<file path="config.mk">
export PLATFORM = sky130hd
export DESIGN_NAME = rolling_qgram_coder_top_flat
export DESIGN_NICKNAME = d
export VERILOG_FILES = /design/src/rtl/core/rqc_pkg.sv /design/src/rtl/core/rqc_if.sv /design/src/rtl/core/rqc_ring.sv /design/src/rtl/core/rolling_qgram_coder_top.sv /design/src/flat_wrapper.sv
export SDC_FILE = /design/constraint.sdc
export NUM_CORES = 2
export LEC_CHECK = 0
export ABC_CLOCK_PERIOD_IN_PS = 12100
export BUFFER_PORTS_ARGS = -buffer_cell sky130_fd_sc_hd__buf_2
export CORE_MARGIN = 4
export CORE_UTILIZATION = 35
export DETAILED_ROUTE_END_ITERATION = 8
export GPL_ROUTABILITY_DRIVEN = 0
export PLACE_DENSITY = 0.47
export SLEW_MARGIN = 10
export SYNTH_ARGS = -nofsm -noshare
export SYNTH_HDL_FRONTEND = slang
export SYNTH_SLANG_ARGS = --single-unit
</file>
<file path="constraint.sdc">
create_clock -name clk -period 12.1 [get_ports clk]
set_input_delay 0.605 -clock clk [delete_from_list [all_inputs] [get_ports clk]]
set_output_delay 0.605 -clock clk [all_outputs]
set_load 0.005 [all_outputs]
</file>
<file path="src/rtl/core/rqc_pkg.sv">
// Shared types and constants of the rolling q-gram coder.
`timescale 1ns / 1ps
`default_nettype none
package rqc_pkg;

  localparam int SYMBOL_W   = 8;
  localparam int CODE_W     = 64;
  localparam int ALPHABET_W = 9;
  localparam int GRAM_W     = 6;
  localparam int CFG_IDX_W  = 2;
  localparam int CFG_DATA_W = ALPHABET_W;

  localparam logic [CFG_IDX_W-1:0] CFG_RADIX       = CFG_IDX_W'(0);
  localparam logic [CFG_IDX_W-1:0] CFG_GRAM_LENGTH = CFG_IDX_W'(1);

  localparam logic [ALPHABET_W-1:0] ALPHABET_RESET = ALPHABET_W'(4);
  localparam logic [GRAM_W-1:0]     GRAM_RESET     = GRAM_W'(8);

  typedef enum logic {
    ST_IDLE,
    ST_CALC
  } state_t;

endpackage
`default_nettype wire

</file>
<file path="src/rtl/core/rqc_if.sv">
// Valid/ready channels for symbol items and code items.
`timescale 1ns / 1ps
`default_nettype none
interface rqc_sym_if;
  import rqc_pkg::*;
  logic                valid;
  logic                ready;
  logic [SYMBOL_W-1:0] symbol;
  logic                last_symbol;
  modport source (output valid, output symbol, output last_symbol, input ready);
  modport sink   (input valid, input symbol, input last_symbol, output ready);
endinterface

interface rqc_code_if;
  import rqc_pkg::*;
  logic              valid;
  logic              ready;
  logic [CODE_W-1:0] code;
  logic              sequence_end;
  modport source (output valid, output code, output sequence_end, input ready);
  modport sink   (input valid, input code, input sequence_end, output ready);
endinterface
`default_nettype wire

</file>
<file path="src/rtl/core/rqc_ring.sv">
// Symbol ring memory: one write port, one registered read port, read-first.
`timescale 1ns / 1ps
`default_nettype none
module rqc_ring #(
  parameter int DEPTH = 32,
  parameter int AW    = 5
) (
  input  wire logic                         clk,
  input  wire logic                         we,
  input  wire logic [AW-1:0]                waddr,
  input  wire logic [rqc_pkg::SYMBOL_W-1:0] wdata,
  input  wire logic                         re,
  input  wire logic [AW-1:0]                raddr,
  output logic      [rqc_pkg::SYMBOL_W-1:0] rdata
);
  import rqc_pkg::*;

  // no reset: an entry is only read after the current sequence has written it
  logic [SYMBOL_W-1:0] mem [DEPTH];

  always_ff @(posedge clk) begin
    if (we) begin
      mem[waddr] <= wdata;
    end
    if (re) begin
      rdata <= mem[raddr];
    end
  end

endmodule
`default_nettype wire

</file>
<file path="src/rtl/core/rolling_qgram_coder_top.sv">
// Rolling q-gram coder: base-alphabet integer code of every window of a symbol stream.
`timescale 1ns / 1ps
`default_nettype none
// Each symbol item is accepted in ST_IDLE and then worked in ST_CALC: on accept the ring memory is
// read at the oldest window slot and the running code is multiplied by the
// radix; in ST_CALC one shared 64x9 multiplier either advances the
// power radix^fill or forms oldest*radix^q, which is subtracted to give the
// new code. ST_CALC is held while the output register still holds a code
// that has not been taken and the item has a code to emit; no new symbol
// item is taken until the last one has left ST_CALC. Codes wrap modulo 2^64.
// The window ring needs no clearing pass after reset; a last_symbol item or a
// configuration write to the radix or gram length restarts the sequence.
module rolling_qgram_coder_top #(
  parameter int MAX_GRAM_LENGTH = 32
) (
  input  wire logic                           clk,
  input  wire logic                           rst,
  input  wire logic                           cfg_we,
  input  wire logic [rqc_pkg::CFG_IDX_W-1:0]  cfg_index,
  input  wire logic [rqc_pkg::CFG_DATA_W-1:0] cfg_data,
  rqc_sym_if.sink                             sym_ch,
  rqc_code_if.source                          code_ch
);
  import rqc_pkg::*;

  localparam int AW = (MAX_GRAM_LENGTH > 1) ? $clog2(MAX_GRAM_LENGTH) : 1;
  localparam int QW = $clog2(MAX_GRAM_LENGTH + 1);
  localparam logic [AW-1:0] LAST_SLOT = AW'(MAX_GRAM_LENGTH - 1);
  localparam logic [QW:0]   DEPTH_EXT = (QW+1)'(MAX_GRAM_LENGTH);

  state_t state, state_next;

  logic [ALPHABET_W-1:0] radix;
  logic [GRAM_W-1:0]     gram_length;

  logic [AW-1:0]         wp;
  logic [QW-1:0]         fill_count;
  logic [CODE_W-1:0]     running_code;
  logic [CODE_W-1:0]     power;       // radix^fill_count
  logic [CODE_W-1:0]     code_scaled; // running_code * radix
  logic [SYMBOL_W-1:0]   sym;
  logic                  last;
  logic                  filling;

  logic                  out_valid;
  logic [CODE_W-1:0]     out_code;
  logic                  out_end;

  logic [QW-1:0]         q_eff;
  logic [QW:0]           wp_ext;
  logic [QW:0]           q_ext;
  logic [AW-1:0]         old_addr;
  logic [SYMBOL_W-1:0]   old_sym;
  logic                  accept;
  logic                  cfg_hit;
  logic                  emit;
  logic                  advance;
  logic                  out_free;
  logic [ALPHABET_W-1:0] mul_op;
  logic [CODE_W-1:0]     product;
  logic [CODE_W-1:0]     code_next;
  logic [QW:0]           fill_inc;

  // window length clamped to 1..MAX_GRAM_LENGTH
  always_comb begin
    if (gram_length == '0) begin
      q_eff = QW'(1);
    end else if (32'(gram_length) > 32'(MAX_GRAM_LENGTH)) begin
      q_eff = QW'(MAX_GRAM_LENGTH);
    end else begin
      q_eff = QW'(gram_length);
    end
  end

  assign wp_ext = (QW+1)'(wp);
  assign q_ext  = (QW+1)'(q_eff);

  always_comb begin
    if (wp_ext >= q_ext) begin
      old_addr = AW'(wp_ext - q_ext);
    end else begin
      old_addr = AW'(wp_ext + DEPTH_EXT - q_ext);
    end
  end

  assign accept  = sym_ch.valid && sym_ch.ready;
  assign cfg_hit = cfg_we && (cfg_index == CFG_RADIX || cfg_index == CFG_GRAM_LENGTH);

  rqc_ring #(
    .DEPTH (MAX_GRAM_LENGTH),
    .AW    (AW)
  ) u_ring (
    .clk   (clk),
    .we    (accept),
    .waddr (wp),
    .wdata (sym_ch.symbol),
    .re    (accept),
    .raddr (old_addr),
    .rdata (old_sym)
  );

  // shared multiplier: weight update while filling, oldest-symbol term when sliding
  assign mul_op   = filling ? radix : ALPHABET_W'(old_sym);
  assign product  = power * CODE_W'(mul_op);
  assign fill_inc = (QW+1)'(fill_count) + (QW+1)'(1);

  always_comb begin
    if (filling) begin
      code_next = code_scaled + CODE_W'(sym);
      emit      = (fill_inc == q_ext);
    end else begin
      code_next = code_scaled - product + CODE_W'(sym);
      emit      = 1'b1;
    end
  end

  assign out_free = !out_valid || code_ch.ready;

  always_comb begin
    state_next   = state;
    sym_ch.ready = 1'b0;
    advance      = 1'b0;
    case (state)
      ST_IDLE: begin
        sym_ch.ready = 1'b1;
        if (sym_ch.valid) begin
          state_next = ST_CALC;
        end
      end
      ST_CALC: begin
        if (!emit || out_free) begin
          advance    = 1'b1;
          state_next = ST_IDLE;
        end
      end
      default: begin
        state_next = ST_IDLE;
      end
    endcase
  end

  always_ff @(posedge clk) begin
    if (rst) begin
      state <= ST_IDLE;
    end else begin
      state <= state_next;
    end
  end

  always_ff @(posedge clk) begin
    if (rst) begin
      radix       <= ALPHABET_RESET;
      gram_length <= GRAM_RESET;
    end else if (cfg_we) begin
      case (cfg_index)
        CFG_RADIX:       radix       <= cfg_data;
        CFG_GRAM_LENGTH: gram_length <= cfg_data[GRAM_W-1:0];
        default: ;
      endcase
    end
  end

  always_ff @(posedge clk) begin
    if (rst || cfg_hit) begin
      wp           <= '0;
      fill_count   <= '0;
      running_code <= '0;
      power        <= CODE_W'(1);
    end else if (accept) begin
      wp          <= (wp == LAST_SLOT) ? '0 : wp + AW'(1);
      code_scaled <= running_code * CODE_W'(radix);
      sym         <= sym_ch.symbol;
      last        <= sym_ch.last_symbol;
      filling     <= (fill_count < q_eff);
    end else if (advance) begin
      if (last) begin
        wp           <= '0;
        fill_count   <= '0;
        running_code <= '0;
        power        <= CODE_W'(1);
      end else begin
        running_code <= code_next;
        if (filling) begin
          fill_count <= QW'(fill_inc);
          power      <= product;
        end
      end
    end
  end

  always_ff @(posedge clk) begin
    if (rst) begin
      out_valid <= 1'b0;
    end else if (advance && emit) begin
      out_valid <= 1'b1;
    end else if (code_ch.ready) begin
      out_valid <= 1'b0;
    end
  end

  always_ff @(posedge clk) begin
    if (advance && emit) begin
      out_code <= code_next;
      out_end  <= last;
    end
  end

  assign code_ch.valid        = out_valid;
  assign code_ch.code         = out_code;
  assign code_ch.sequence_end = out_end;

endmodule
`default_nettype wire

</file>
<file path="src/flat_wrapper.sv">
// flat-port wrapper written by rule: the top's interface ports become plain ports
module rolling_qgram_coder_top_flat import rqc_pkg::*;
#(
  parameter int MAX_GRAM_LENGTH = 32
)
  (clk, rst, cfg_we, cfg_index, cfg_data, sym_ch_valid, sym_ch_symbol, sym_ch_last_symbol, sym_ch_ready, code_ch_valid, code_ch_code, code_ch_sequence_end, code_ch_ready);
  rqc_sym_if sym_ch_i ();
  rqc_code_if code_ch_i ();
  input  wire logic clk;
  input  wire logic rst;
  input  wire logic cfg_we;
  input  wire logic [rqc_pkg::CFG_IDX_W-1:0] cfg_index;
  input  wire logic [rqc_pkg::CFG_DATA_W-1:0] cfg_data;
  input wire logic [$bits(sym_ch_i.valid)-1:0] sym_ch_valid;
  input wire logic [$bits(sym_ch_i.symbol)-1:0] sym_ch_symbol;
  input wire logic [$bits(sym_ch_i.last_symbol)-1:0] sym_ch_last_symbol;
  output wire logic [$bits(sym_ch_i.ready)-1:0] sym_ch_ready;
  output wire logic [$bits(code_ch_i.valid)-1:0] code_ch_valid;
  output wire logic [$bits(code_ch_i.code)-1:0] code_ch_code;
  output wire logic [$bits(code_ch_i.sequence_end)-1:0] code_ch_sequence_end;
  input wire logic [$bits(code_ch_i.ready)-1:0] code_ch_ready;
  assign sym_ch_i.valid = sym_ch_valid;
  assign sym_ch_i.symbol = sym_ch_symbol;
  assign sym_ch_i.last_symbol = sym_ch_last_symbol;
  assign sym_ch_ready = sym_ch_i.ready;
  assign code_ch_valid = code_ch_i.valid;
  assign code_ch_code = code_ch_i.code;
  assign code_ch_sequence_end = code_ch_i.sequence_end;
  assign code_ch_i.ready = code_ch_ready;
  rolling_qgram_coder_top #(.MAX_GRAM_LENGTH(MAX_GRAM_LENGTH)) u_core (.clk(clk), .rst(rst), .cfg_we(cfg_we), .cfg_index(cfg_index), .cfg_data(cfg_data), .sym_ch(sym_ch_i), .code_ch(code_ch_i));
endmodule
</file>
==> qor.csv <==
metric,value,unit
synth_edf_count,403,
criticalPathCategory,reg2reg,
wire_per_inst,22.1,um
crit_family,adder cells,
layout_min_cycle_time,10.73,ns
switching_share,28.6,%
async_reset_ff_share,0,%
r2r-start,u_core.filling$_DFFE_PP_,
clock_skew,0.0548,ns
io_buffers,91,
setup.worst_path.end_class,flip-flop,
cts.sinks,559,
drc,0,
reg2reg_slack,1.37,ns
layout_commonest_cell,inv_1,
final_nets,6992,
synthDistinctLibCells,83,
clock_latency,0.68,ns
cts.clk_slew.worst_paths,0.06,ns
seqPwrFrac,44.3,%
grt_pass1_vias,44200,
holdWs,0.147,ns
cp_slowest_cell,a2111oi_0,
initial_utilization,35.2,%
clock_path_buffers,3,
clock_power_share,39.5,%
syn_inst,6017,
rsz0062_at_grt,no,
setup_ws,1.37,ns
critPathLaunchType,flip-flop,
status,completed,
max-slew-margin-rel,25.7,%
antenna_found_initial,4,
synthesis.nets,7145,
drtPass1Iterations,5,
max_stage_delay,0.80,ns
final_cell_mix,"inv_1 (846), fa_1 (815), nand2_1 (800), edfxtp_1 (403), and2_1 (290)",
dp_worst_setup_slack,1.57,ns
cpMostUsedCell,fa_1,
die_width,419,um
die-area,0.175,sq mm
layout-drive-gt1-share,6.51,%
num_vias,41800,
switchingPower,0.00140,W
htreeDepth,2,
vias_per_cell,5.15,
timing.rr.end,u_core.running_code[51]$_SDFFE_PP0P_,
syn_area,0.0590,sq mm
hold_class,in2reg,
worstSetupStartpoint,u_core.filling$_DFFE_PP_,
finalCritPeriodShare,88.6,%
power_leakage,26.4,nW
ant_nets,0,
synth_ff_type,edfxtp_1,
combPwrFrac,16.2,%
crit_fanout,26,
setup_tns,0,ns
root_buffer,clkbuf_16,
cts_setup_buffers,0,
grt.overflow.total,0,
crit_buf_inv,4,
final-hold-violation-count,0,
drt_wl_total,179000,um
grt_pass1_wl,278000,um
numCtsBuffers,61,
power_density,77.3,mW/mm^2
grt_max_degree,91,
max_cap_violations,0,
coreArea,0.167,sq mm
hold_buffers,0,
cp.required,12.67,ns
grt_usage,20.7,%
die_h,419,um
yosysWarnings,0,
ios,92,
synth_seq_area_share,25.8,%
cp-endpoint,u_core.running_code[51]$_SDFFE_PP0P_,
cp.depth,31,
cts_tree,done,
dp.final_hpwl,137000,um
r2r_cells,31,
arrival,11.30,ns
worst_pin_slew,1.11,ns
drtIter0Drc,2610,
area_growth,7.38,%
internal_power,0.00349,W
cts-resized-gates,0,
ir_worst_vdd,0.114,mV
synth-seq-cells,559,
syn_area_per_cell,9.81,sq um
drv_slew,0,
rows,150,
clock.fmax,0.0932,GHz
finalSetupViolations,0,
## sequential cells by signal, summed over array words and instances (netlist names)
name and flops:
u_core.code_ch.sequence_end 1, u_core.code_ch.valid 1, u_core.state 1, u_core.sym 8
u_core.wp 5, u_core.filling 1, u_core.running_code 64, u_core.gram_length 6
u_core.power 64, u_core.code_scaled 64, u_core.fill_count 6, u_core.radix 9
u_core.u_ring.rdata 8, u_core.code_ch.code 64, u_core.last 1, u_core.u_ring.mem 256
## routing by layer
| layer | routed length (um) | global-route usage (%) | up-vias |
|---|---|---|---|
| met5 | 0 | 0 | - |
| met4 | 5170 | 5.72 | 0 |
| met3 | 7090 | 1.70 | 179 |
| met2 | 83200 | 33.8 | 916 |
| met1 | 83800 | 29.6 | 21500 |
| li1 | - | - | 19200 |
## synthesized netlist by cell type, drive strengths merged, types with 32 or more instances
master | n | area, sq um
a21o | 128 | 961
a21oi | 275 | 1380
a22o | 42 | 368
and2 | 293 | 1830
and3 | 71 | 444
buf | 78 | 323
clkbuf | 283 | 1100
dfxtp | 156 | 3120
edfxtp | 403 | 12100
fa | 816 | 16300
ha | 287 | 3590
inv | 846 | 3180
mux4 | 80 | 1800
nand2 | 802 | 3010
nand2b | 32 | 200
nand3 | 58 | 290
nand4 | 59 | 369
nor2 | 282 | 1060
nor2b | 200 | 1250
nor3 | 33 | 170
o21ai | 167 | 836
o21bai | 38 | 285
xnor2 | 163 | 1440
xor2 | 96 | 841
## per-stage QoR
stage / power (W) / instances / utilization [%] / area (sq um)
3_5_place_dp: 0.00300 / 8005 / 36.6 / 61300
3_3_place_gp: 0.00301 / 8005 / 36.6 / 61300
4_1_cts: 0.00495 / 8117 / 37.8 / 63400
2_1_floorplan: 0.00269 / 6017 / - / 59000
5_1_grt: 0.00508 / 8118 / 37.8 / 63400
6_report: 0.00490 / 8119 / 37.8 / 63400
## cell families after synthesis
group,synth area share (%)
and+or+nand+nor,15.4
adders and majority gates,33.8
muxes,3.80
buffers and inverters,7.81
DFF,25.8
AOI/OAI and AO/OA,9.56
xor gates and xnor gates,3.90
## layout make-up
cell class                 instances  area (sq um)
clock buffer                      74          1610
tap                             2204          2760
inverter                         847          3180
multi-input combinational       4250         39300
antenna                            2          5.00
clock inverter                    38           420
fill                           16900        104000
sequential                       559         15200
timing repair buffer             145           861
## power groups by stage
stage / Combinational (W) / Clock, W / Sequential [W]
after floorplan: 0.000536 / 0 / 0.00215
after global placement: 0.000798 / 0 / 0.00221
after detailed placement: 0.000797 / 0 / 0.00221
after CTS: 0.000802 / 0.00199 / 0.00217
after global routing: 0.000864 / 0.00205 / 0.00217
final: 0.000793 / 0.00194 / 0.00217
## how the worst min path moves through the flow
| stage | to | start | slack (ns) | cells past startpoint |
|---|---|---|---|---|
| floorplan | u_core.gram_length[0]$_SDFFE_PP0P_ | u_core.gram_length[0]$_SDFFE_PP0P_ | 0.44 | 2 |
| global placement | u_core.running_code[63]$_SDFFE_PP0P_ | u_core.running_code[63]$_SDFFE_PP0P_ | 0.49 | 1 |
| detailed placement | u_core.running_code[63]$_SDFFE_PP0P_ | u_core.running_code[63]$_SDFFE_PP0P_ | 0.47 | 1 |
| CTS | u_core.last$_DFFE_PP_ | sym_ch_last_symbol | 0.1 | 1 |
| global route | u_core.last$_DFFE_PP_ | sym_ch_last_symbol | 0.12 | 1 |
| finish | u_core.last$_DFFE_PP_ | sym_ch_last_symbol | 0.15 | 1 |
Note: power is estimated with default switching activity, not from simulation.
